## src/sppc_pkg.sv

```systemverilog
package sppc_pkg;

    localparam int ADC_BITS   = 10;
    localparam int CFG_BITS   = 10;
    localparam int WIDTH_BITS = 11;
    localparam int ADDR_BITS  = 5;
    localparam int DATA_BITS  = 32;

    // Compare width wide enough for both a sample and a 10-bit register.
    localparam int CMP_BITS  = (ADC_BITS > CFG_BITS) ? ADC_BITS : CFG_BITS;
    localparam int DIFF_BITS = ADC_BITS + 1;
    localparam int WIDE_BITS = ADC_BITS + 4;

    // Divide by five as a multiply by a rounded-up reciprocal; exact for any ADC_BITS input.
    localparam int DIV5_SHIFT = ADC_BITS + 3;
    localparam int PROD_BITS  = ADC_BITS + DIV5_SHIFT;
    localparam logic [DIV5_SHIFT-1:0] DIV5_RECIP = DIV5_SHIFT'(((1 << DIV5_SHIFT) + 4) / 5);

    localparam logic [WIDE_BITS-1:0] CENTER_WIDTH = WIDE_BITS'(1500);
    localparam logic [WIDE_BITS-1:0] DEAD_HIGH    = WIDE_BITS'(1510);
    localparam logic [WIDE_BITS-1:0] DEAD_LOW     = WIDE_BITS'(1490);

    localparam logic [2:0] REG_SAFE_HIGH      = 3'd0;
    localparam logic [2:0] REG_SAFE_LOW       = 3'd1;
    localparam logic [2:0] REG_ARRIVE_TOL     = 3'd2;
    localparam logic [2:0] REG_STILL_TOL      = 3'd3;
    localparam logic [2:0] REG_MIN_FWD_WIDTH  = 3'd4;
    localparam logic [2:0] REG_MIN_BACK_WIDTH = 3'd5;
    localparam logic [2:0] REG_MAX_FWD_WIDTH  = 3'd6;
    localparam logic [2:0] REG_MAX_BACK_WIDTH = 3'd7;

    localparam logic [CFG_BITS-1:0]   RST_SAFE_HIGH      = CFG_BITS'(924);
    localparam logic [CFG_BITS-1:0]   RST_SAFE_LOW       = CFG_BITS'(100);
    localparam logic [CFG_BITS-1:0]   RST_ARRIVE_TOL     = CFG_BITS'(10);
    localparam logic [CFG_BITS-1:0]   RST_STILL_TOL      = CFG_BITS'(5);
    localparam logic [WIDTH_BITS-1:0] RST_MIN_FWD_WIDTH  = WIDTH_BITS'(1550);
    localparam logic [WIDTH_BITS-1:0] RST_MIN_BACK_WIDTH = WIDTH_BITS'(1450);
    localparam logic [WIDTH_BITS-1:0] RST_MAX_FWD_WIDTH  = WIDTH_BITS'(1700);
    localparam logic [WIDTH_BITS-1:0] RST_MAX_BACK_WIDTH = WIDTH_BITS'(1300);

    typedef struct packed {
        logic [ADC_BITS-1:0] pot_sample;
        logic [ADC_BITS-1:0] target_position;
    } sample_t;

    typedef struct packed {
        logic                  write_width;
        logic [WIDTH_BITS-1:0] pulse_width;
        logic                  arrived;
        logic                  safety_stop;
    } result_t;

    typedef struct packed {
        logic [CFG_BITS-1:0]   safe_high;
        logic [CFG_BITS-1:0]   safe_low;
        logic [CFG_BITS-1:0]   arrive_tolerance;
        logic [CFG_BITS-1:0]   still_tolerance;
        logic [WIDTH_BITS-1:0] min_fwd_width;
        logic [WIDTH_BITS-1:0] min_back_width;
        logic [WIDTH_BITS-1:0] max_fwd_width;
        logic [WIDTH_BITS-1:0] max_back_width;
    } cfg_t;

endpackage

```

## src/servo_position_p_controller_unit.sv

```systemverilog
// Proportional servo position controller. Each sample beat carries one
// potentiometer reading and a target position in pot counts and yields exactly
// one result beat: a safety stop with the minimum forward or backward width
// when the reading is outside the safe window, an arrival report when the
// reading is within tolerance of both the target and the last stored reading,
// or otherwise a pulse width of 1500 + floor((sample - target) / 5) with a
// minimum-speed lift and clamping, in which case the reading becomes the
// stored position. A beat passes through an input register and a result
// register, taking one beat every cycle unless the result side stalls; the
// only loop is the stored position, written on the edge that loads the next
// beat into the input register. Settings are written through the APB port and
// take effect for any beat that leaves the input register after the write.
module servo_position_p_controller_unit (
    input  logic                            clk,
    input  logic                            rst_n,
    input  logic                            psel,
    input  logic                            penable,
    input  logic                            pwrite,
    input  logic [sppc_pkg::ADDR_BITS-1:0]  paddr,
    input  logic [sppc_pkg::DATA_BITS-1:0]  pwdata,
    output logic [sppc_pkg::DATA_BITS-1:0]  prdata,
    output logic                            pready,
    input  logic                            sample_valid,
    output logic                            sample_stall,
    input  sppc_pkg::sample_t               sample,
    output logic                            result_valid,
    input  logic                            result_stall,
    output sppc_pkg::result_t               result
);
    import sppc_pkg::*;

    cfg_t                cfg;
    logic                in_valid_reg;
    sample_t             in_item_reg;
    logic                out_valid_reg;
    result_t             out_item_reg;
    logic [ADC_BITS-1:0] last_pos_reg;
    result_t             calc_result;
    logic                calc_store;
    logic                advance;
    logic                move;
    logic                accept;

    assign pready = 1'b1;

    sppc_regs u_regs (
        .clk     (clk),
        .rst_n   (rst_n),
        .psel    (psel),
        .penable (penable),
        .pwrite  (pwrite),
        .paddr   (paddr),
        .pwdata  (pwdata),
        .prdata  (prdata),
        .cfg     (cfg)
    );

    sppc_calc u_calc (
        .cfg           (cfg),
        .item          (in_item_reg),
        .last_position (last_pos_reg),
        .result        (calc_result),
        .store         (calc_store)
    );

    // The result register frees up when it is empty or its beat is taken.
    assign advance      = !out_valid_reg || !result_stall;
    assign move         = in_valid_reg && advance;
    assign sample_stall = in_valid_reg && !advance;
    assign accept       = sample_valid && !sample_stall;

    assign result_valid = out_valid_reg;
    assign result       = out_item_reg;

    always_ff @(posedge clk or negedge rst_n)
    begin
        if (!rst_n)
        begin
            in_valid_reg  <= 1'b0;
            out_valid_reg <= 1'b0;
            last_pos_reg  <= '0;
        end
        else
        begin
            if (!sample_stall)
            begin
                in_valid_reg <= sample_valid;
            end
            if (advance)
            begin
                out_valid_reg <= in_valid_reg;
            end
            if (move && calc_store)
            begin
                last_pos_reg <= in_item_reg.pot_sample;
            end
        end
    end

    always_ff @(posedge clk)
    begin
        if (accept)
        begin
            in_item_reg <= sample;
        end
        if (move)
        begin
            out_item_reg <= calc_result;
        end
    end

endmodule

```

## src/sppc_regs.sv

```systemverilog
module sppc_regs (
    input  logic                            clk,
    input  logic                            rst_n,
    input  logic                            psel,
    input  logic                            penable,
    input  logic                            pwrite,
    input  logic [sppc_pkg::ADDR_BITS-1:0]  paddr,
    input  logic [sppc_pkg::DATA_BITS-1:0]  pwdata,
    output logic [sppc_pkg::DATA_BITS-1:0]  prdata,
    output sppc_pkg::cfg_t                  cfg
);
    import sppc_pkg::*;

    cfg_t       cfg_reg;
    logic       wr_en;
    logic [2:0] reg_idx;

    assign wr_en   = psel && penable && pwrite;
    assign reg_idx = paddr[ADDR_BITS-1:2];
    assign cfg     = cfg_reg;

    always_ff @(posedge clk or negedge rst_n)
    begin
        if (!rst_n)
        begin
            cfg_reg.safe_high        <= RST_SAFE_HIGH;
            cfg_reg.safe_low         <= RST_SAFE_LOW;
            cfg_reg.arrive_tolerance <= RST_ARRIVE_TOL;
            cfg_reg.still_tolerance  <= RST_STILL_TOL;
            cfg_reg.min_fwd_width    <= RST_MIN_FWD_WIDTH;
            cfg_reg.min_back_width   <= RST_MIN_BACK_WIDTH;
            cfg_reg.max_fwd_width    <= RST_MAX_FWD_WIDTH;
            cfg_reg.max_back_width   <= RST_MAX_BACK_WIDTH;
        end
        else if (wr_en)
        begin
            unique case (reg_idx)
                REG_SAFE_HIGH:      cfg_reg.safe_high        <= pwdata[CFG_BITS-1:0];
                REG_SAFE_LOW:       cfg_reg.safe_low         <= pwdata[CFG_BITS-1:0];
                REG_ARRIVE_TOL:     cfg_reg.arrive_tolerance <= pwdata[CFG_BITS-1:0];
                REG_STILL_TOL:      cfg_reg.still_tolerance  <= pwdata[CFG_BITS-1:0];
                REG_MIN_FWD_WIDTH:  cfg_reg.min_fwd_width    <= pwdata[WIDTH_BITS-1:0];
                REG_MIN_BACK_WIDTH: cfg_reg.min_back_width   <= pwdata[WIDTH_BITS-1:0];
                REG_MAX_FWD_WIDTH:  cfg_reg.max_fwd_width    <= pwdata[WIDTH_BITS-1:0];
                REG_MAX_BACK_WIDTH: cfg_reg.max_back_width   <= pwdata[WIDTH_BITS-1:0];
            endcase
        end
    end

    always_comb
    begin
        unique case (reg_idx)
            REG_SAFE_HIGH:      prdata = DATA_BITS'(cfg_reg.safe_high);
            REG_SAFE_LOW:       prdata = DATA_BITS'(cfg_reg.safe_low);
            REG_ARRIVE_TOL:     prdata = DATA_BITS'(cfg_reg.arrive_tolerance);
            REG_STILL_TOL:      prdata = DATA_BITS'(cfg_reg.still_tolerance);
            REG_MIN_FWD_WIDTH:  prdata = DATA_BITS'(cfg_reg.min_fwd_width);
            REG_MIN_BACK_WIDTH: prdata = DATA_BITS'(cfg_reg.min_back_width);
            REG_MAX_FWD_WIDTH:  prdata = DATA_BITS'(cfg_reg.max_fwd_width);
            REG_MAX_BACK_WIDTH: prdata = DATA_BITS'(cfg_reg.max_back_width);
        endcase
    end

endmodule

```

## src/sppc_calc.sv

```systemverilog
module sppc_calc (
    input  sppc_pkg::cfg_t                 cfg,
    input  sppc_pkg::sample_t              item,
    input  logic [sppc_pkg::ADC_BITS-1:0]  last_position,
    output sppc_pkg::result_t              result,
    output logic                           store
);
    import sppc_pkg::*;

    logic [ADC_BITS-1:0]          s;
    logic [ADC_BITS-1:0]          t;
    logic signed [DIFF_BITS-1:0]  err;
    logic                         err_neg;
    logic [ADC_BITS-1:0]          mag;
    logic [PROD_BITS-1:0]         prod;
    logic [ADC_BITS-1:0]          quot;
    logic [WIDE_BITS-1:0]         quot_ext;
    logic signed [WIDE_BITS-1:0]  step;
    logic signed [WIDE_BITS-1:0]  raw_w;
    logic signed [WIDE_BITS-1:0]  lift_w;
    logic signed [WIDE_BITS-1:0]  clamp_w;
    logic signed [WIDE_BITS-1:0]  min_fwd_s;
    logic signed [WIDE_BITS-1:0]  min_back_s;
    logic signed [WIDE_BITS-1:0]  max_fwd_s;
    logic signed [WIDE_BITS-1:0]  max_back_s;
    logic [ADC_BITS-1:0]          dist_target;
    logic [ADC_BITS-1:0]          dist_last;
    logic                         too_high;
    logic                         too_low;
    logic                         at_rest;

    assign s       = item.pot_sample;
    assign t       = item.target_position;
    assign err     = $signed({1'b0, s}) - $signed({1'b0, t});
    assign err_neg = err[DIFF_BITS-1];

    // Floor division: for a negative error, ~err equals -err-1 and the
    // floored quotient is ~(that quotient), so one unsigned divide covers both.
    assign mag      = err_neg ? ~err[ADC_BITS-1:0] : err[ADC_BITS-1:0];
    assign prod     = PROD_BITS'(mag) * PROD_BITS'(DIV5_RECIP);
    assign quot     = prod[PROD_BITS-1:DIV5_SHIFT];
    assign quot_ext = WIDE_BITS'(quot);
    assign step     = err_neg ? $signed(~quot_ext) : $signed(quot_ext);
    assign raw_w    = $signed(CENTER_WIDTH) + step;

    assign min_fwd_s  = $signed(WIDE_BITS'(cfg.min_fwd_width));
    assign min_back_s = $signed(WIDE_BITS'(cfg.min_back_width));
    assign max_fwd_s  = $signed(WIDE_BITS'(cfg.max_fwd_width));
    assign max_back_s = $signed(WIDE_BITS'(cfg.max_back_width));

    always_comb
    begin
        priority if (raw_w < min_fwd_s && raw_w > $signed(DEAD_HIGH))
            lift_w = min_fwd_s;
        else if (raw_w > min_back_s && raw_w < $signed(DEAD_LOW))
            lift_w = min_back_s;
        else
            lift_w = raw_w;

        priority if (lift_w > max_fwd_s)
            clamp_w = max_fwd_s;
        else if (lift_w < max_back_s)
            clamp_w = max_back_s;
        else
            clamp_w = lift_w;
    end

    assign dist_target = (s >= t) ? (s - t) : (t - s);
    assign dist_last   = (s >= last_position) ? (s - last_position) : (last_position - s);

    assign too_high = CMP_BITS'(s) > CMP_BITS'(cfg.safe_high);
    assign too_low  = CMP_BITS'(s) < CMP_BITS'(cfg.safe_low);
    assign at_rest  = (CMP_BITS'(dist_target) <= CMP_BITS'(cfg.arrive_tolerance))
                   && (CMP_BITS'(dist_last) <= CMP_BITS'(cfg.still_tolerance));

    always_comb
    begin
        store = 1'b0;
        priority if (too_high)
        begin
            result.write_width = 1'b1;
            result.pulse_width = cfg.min_fwd_width;
            result.arrived     = 1'b0;
            result.safety_stop = 1'b1;
        end
        else if (too_low)
        begin
            result.write_width = 1'b1;
            result.pulse_width = cfg.min_back_width;
            result.arrived     = 1'b0;
            result.safety_stop = 1'b1;
        end
        else if (at_rest)
        begin
            result.write_width = 1'b0;
            result.pulse_width = '0;
            result.arrived     = 1'b1;
            result.safety_stop = 1'b0;
        end
        else
        begin
            store              = 1'b1;
            result.write_width = 1'b1;
            result.pulse_width = clamp_w[WIDTH_BITS-1:0];
            result.arrived     = 1'b0;
            result.safety_stop = 1'b0;
        end
    end

endmodule

```

## config.mk

```make
export PLATFORM = sky130hd
export DESIGN_NAME = servo_position_p_controller_unit
export DESIGN_NICKNAME = d
export VERILOG_FILES = /design/src/sppc_pkg.sv /design/src/servo_position_p_controller_unit.sv /design/src/sppc_regs.sv /design/src/sppc_calc.sv
export SDC_FILE = /design/constraint.sdc
export NUM_CORES = 1
export LEC_CHECK = 0
export ABC_AREA = 1
export BUFFER_PORTS_ARGS = -buffer_cell sky130_fd_sc_hd__buf_2
export CORE_MARGIN = 2
export CORE_UTILIZATION = 45
export DETAILED_ROUTE_END_ITERATION = 10
export HOLD_SLACK_MARGIN = 0.08
export PLACE_DENSITY = 0.68
export SYNTH_ARGS = -nofsm -noshare
export SYNTH_HDL_FRONTEND = slang
export SYNTH_SLANG_ARGS = --single-unit
```

## constraint.sdc

```tcl
create_clock -name clk -period 16.6 [get_ports clk]
set_input_delay 0.83 -clock clk [delete_from_list [all_inputs] [get_ports clk]]
set_output_delay 0.83 -clock clk [all_outputs]
set_load 0.02 [all_outputs]
```

== Word-level counts from Yosys, hierarchy flattened ==
Cells that the tools add are included.
W data, S select, Z words.

* Bits in registers: 130
* Word-level logic and storage cells: 84

* Add/sub/neg operators: 6
* Multiply operators: 1
* Order comparisons: 12
* Eq/ne operators: 7
* Muxes and demuxes: 15
* Bitwise gates (word level): 2
* Reduce and logical (&&, ||, !) cells: 24

{| class="wikitable"
|+ Operator list
! kind !! number
|-
| $pmux W32 S8 || 1
|-
| $mux W14 || 4
|-
| $sub A10 B10 Y10 || 4
|-
| $mux W10 || 3
|-
| $gt A14 B12 Y1 || 2
|-
| $lt A14 B12 Y1 || 2
|-
| $mux W13 || 2
|-
| $mux W11 || 2
|-
| $mul A10 B11 Y21 const B || 1
|-
| $ge A10 B10 Y1 || 2
|-
| $le A10 B10 Y1 || 2
|-
| $reduce_and A2 Y1 || 8
|-
| $add A12 B14 Y14 const A || 1
|-
| $gt A14 B12 Y1 const B || 1
|-
| $lt A14 B12 Y1 const B || 1
|-
| $not A8 Y14 || 1
|-
| $eq A3 B3 Y1 const B || 4
|-
| $sub A10 B10 Y11 || 1
|-
| $gt A10 B10 Y1 || 1
|-
| $lt A10 B10 Y1 || 1
|-
| $not A10 Y10 || 1
|-
| $logic_and A1 B1 Y1 || 9
|-
| $eq A3 B2 Y1 const B || 2
|-
| $logic_not A1 Y1 || 4
|-
| 5 further kinds || 7
|}

== Depth between registers and ports, before layout ==
* Depth after elaboration: 17
* Mapped depth: 63
* Gate-level depth less buffers: 61

== Hierarchy ==
From an unflattened synthesis, not the netlist that was laid out.

* Cells, all modules: 1,669
* Area total of the unflattened synthesis: 12,948.7 um2

{| class="wikitable"
|+ By module, submodules not included
! module !! instances !! cells each !! area an instance (um2) !! sequential area each (um2)
|-
| sppc_calc || 1 || 1,074 || 7,163.1 || 0.0
|-
| sppc_regs || 1 || 503 || 4,239.1 || 2,143.3
|-
| servo_position_p_controller_unit || 1 || 92 || 1,546.5 || 1,321.3
|}

== Worst setup path after synthesis ==
Ideal clock, no wire load.

* Kind: register to register
* From: register in_item_reg[10] in the netlist's numbering
* To: register out_item_reg, in the netlist result[7] (data pin)
* Setup time: 0.254 ns
* Data arrival time: 9.744 ns
* Required time: 16.346 ns
* Setup slack: 6.602 ns
* Cell stages (with the launch flop): 54
* Buffers on the path: 3
* Clock period less this slack: 9.998 ns
* Cell sequence: edfxtp_1 inv_1 ha_1 inv_1 fa_1 nand3_2 nand3_4 buf_4 a31oi_1 o21a_1 inv_1 fa_1 inv_1 fa_1 fa_1 inv_1 fa_1 inv_1 (+18 left out) a211oi_1 o21ai_0 a21oi_1 nor2_2 nand2_2 buf_2 o211ai_1 o21ai_0 ha_1 a21oi_1 o21ai_0 a221oi_1 nand2_4 buf_8 nand2_2 nand3_2 a21oi_2 nor2_2

{| class="wikitable"
|+ RTL lines
! what !! line !! source
|-
| start, declared || servo_position_p_controller_unit.sv:34 || <nowiki>sample_t in_item_reg;</nowiki>
|-
| start signal, assigned || servo_position_p_controller_unit.sv:104 || <nowiki>in_item_reg <= sample;</nowiki>
|-
| end signal, assigned || servo_position_p_controller_unit.sv:108 || <nowiki>out_item_reg <= calc_result;</nowiki>
|-
| end, declared || servo_position_p_controller_unit.sv:36 || <nowiki>result_t out_item_reg;</nowiki>
|}

==> flow_summary.yaml <==
status:
  outcome: "completed"
routing:
  drcViolationCount: 0
  wirelength_mm: 32.22
  ant_nets: 0
  drt-initial-drc-count: 778
  viasPerCell: 5.334
  drt_pre_antenna_iters: 6
  vias: 10380
  wire_per_inst_um: 16.57
critical_path:
  critPathArrivalTime_ns: 12.25
  critical_path.max_stage_delay_ns: 0.70
  cpMostUsedCell: "inv_1"
  cp.buffers_inverters: 13
  cp-end-kind: "flop"
  cp.required_ns: 16.83
  crit_slowest_cell: "a31oi_1"
  crit_path_max_fanout: 15
  path_delay_family: "adder cells"
  crit_type: "reg2reg"
  startpoint_type: "flop"
cts:
  insertion_delay_ns: 0.44
  hold_buffers: 0
  post_cts_resized: 0
  cts-root-buf: "clkbuf_16"
  cts_tree: "done"
  path_clk_slew_ns: 0.06
  clock_sinks: 130
  htreeDepth: 4
  clockBufferDepth: 2
  cts_setup_buffers: 0
  cts_inserted_buffers: 17
layout:
  final_common_cell: "inv_1"
  area_growth_pct: 9.597
  largest_reg_flops: 84
  n_fill_cell: 2575
  most-common-layout-cells: "inv_1, nand2_1, ha_1, o21ai_0, a21oi_1"
  drive_gt1_share_pct: 12.03
  n_antenna_cell: 0
  num-nets-final: 1869
timing:
  finalHoldViolations: 0
  max_freq_ghz: 0.08319
  grt_setup_unrepaired: "no"
  timing.final.crit_period_ns: 12.02
  drv_slew: 0
  finalCritPeriodShare_pct: 72.41
  setup-violations-final: 0
  worstMarginPinSlew_ns: 1.059
  finClkSkew_ns: 0.01523
  slew_headroom_pct: 29.42
  setup-tns-final_ns: 0
run:
  max_cap_viol_count: 0
placement:
  io_buffers: 67
  place_congestion: 0.9070
  hpwl_mm: 25.54
global_routing:
  busiest_layer: "met2"
  track_usage_pct: 23.20
  grt_pass1_vias: 9880
  use_met2_pct: 37.70
  grt_util_met3_pct: 3.460
  grtUsageMet1_pct: 31.46
  grt_max_degree: 51
  grt_pass1_wl_mm: 51.78
  grt_overflow: 0
  grt_antenna_before_repair: 0
logic_synthesis:
  ys_async_sr_fraction_pct: 73.85
  yosysWarnings: 0
  ys_seq_elements: 130
  ys.flop_type: "dfrtp_1"
  ys_seq_area_share_pct: 28.36
  ys_types: 57
  synth-edff-count: 34
  syn_area_mm2: 0.01222
  syn_inst: 1538
  syn_avg_cell_area_um2: 7.943
floorplanning:
  die_h_um: 168.8
  row_count: 60
  placeableCoreArea_mm2: 0.02680
  start_util_pct: 45.58
  io_pins: 113
  die_w_um: 168.8
  die_area_mm2: 0.02848
hold_path:
  hp-class: "in2async"
==> logic make-up (layout without fill, tap and decap cells) <==
logic type / Yosys count / in the layout / synth area share, %
AO/OA/AOI/OAI: 365 / 365 / 16.93
XOR/XNOR: 42 / 42 / 3.247
adder cells (fa/ha/maj): 214 / 214 / 24.01
buffers and inverters: 346 / 392 / 11.56
flip-flops: 130 / 130 / 28.36
multiplexers: 2 / 2 / 0.1741
other: 2 / 22 / 0.06147
AND/OR/NAND/NOR: 437 / 437 / 15.66
==> worst paths after layout <==
kind | endpoint | depth (start not counted) | from | slack [ns]
max in group asynchronous | u_regs.cfg[39]$_DFFE_PN0P_ | 2 | rst_n | 15.05
min reg2reg | result_valid$_DFFE_PN0N_ | 2 | in_valid_reg$_DFFE_PN0N_ | 0.48
max reg2reg | result[6]$_DFFE_PP_ | 53 | in_item_reg[10]$_DFFE_PP_ | 4.58
max | result[6]$_DFFE_PP_ | 53 | in_item_reg[10]$_DFFE_PP_ | 4.58
min in group clk | result_valid$_DFFE_PN0N_ | 2 | in_valid_reg$_DFFE_PN0N_ | 0.48
min | last_pos_reg[7]$_DFFE_PN0P_ | 1 | rst_n | 0.41
==> cells in the mapped netlist (3+ instances only) <==
library cell | n | area share (%)
a211oi_1 | 5 | 0.31
a21boi_0 | 3 | 0.18
a21oi_1 | 108 | 4.4
a221oi_1 | 15 | 1.1
a31oi_1 | 4 | 0.20
buf_2 | 4 | 0.16
buf_4 | 26 | 1.6
clkbuf_1 | 28 | 0.86
dfrtp_1 | 63 | 13
dfstp_2 | 33 | 7.1
edfxtp_1 | 34 | 8.4
fa_1 | 34 | 5.6
ha_1 | 180 | 18
inv_1 | 283 | 8.7
inv_2 | 3 | 0.092
nand2_1 | 269 | 8.3
nand2_2 | 21 | 1.1
nand2_4 | 3 | 0.28
nand3_1 | 28 | 1.1
nand3_2 | 5 | 0.41
nand3b_1 | 3 | 0.18
nand4_1 | 11 | 0.56
nor2_1 | 59 | 1.8
nor2_2 | 11 | 0.56
nor3_1 | 19 | 0.78
o211ai_1 | 17 | 1.0
o21a_1 | 4 | 0.25
o21ai_0 | 155 | 6.3
o21ai_1 | 9 | 0.37
o21bai_1 | 4 | 0.25
o22ai_1 | 23 | 1.2
o31ai_1 | 4 | 0.25
xnor2_1 | 14 | 1.0
xor2_1 | 25 | 1.8
==> per-stage QoR <==
stage / setup WS, ns / util (%) / cell area (um2) / instances / hold slack (ns)
6_report: 4.580 / 49.96 / 13390 / 1945 / 0.4105
5_1_grt: 3.538 / 49.96 / 13390 / 1945 / 0.4614
3_5_place_dp: 4.742 / 47.67 / 12780 / 1913 / 0.4619
2_1_floorplan: 6.602 / - / 12290 / 1558 / 0.4331
3_3_place_gp: 4.768 / 47.67 / 12780 / 1913 / 0.4513
4_1_cts: 4.668 / 49.96 / 13390 / 1945 / 0.4461
==> layer usage <==
layer  vias up  share of wire (%)
met4         0                3.2
met1      4877                 45
li1       5132                  -
met5         -                  0
met3        56                5.8
met2       310                 46
==> cell type report <==
class	instances	area [um2]	share of cell area, %
clock buffers	23	521.8	3.897
clock inverters	9	91.34	0.6822
inverters	287	1077	8.046
multi-input cells	1082	7425	55.45
flip-flops and latches	130	3465	25.88
well taps	341	426.7	3.187
repair buffers	73	382.9	2.860
Power is left out: the tool's default activity adds up to more than one toggle a clock period on the data nets, which glitch-free logic cannot reach.
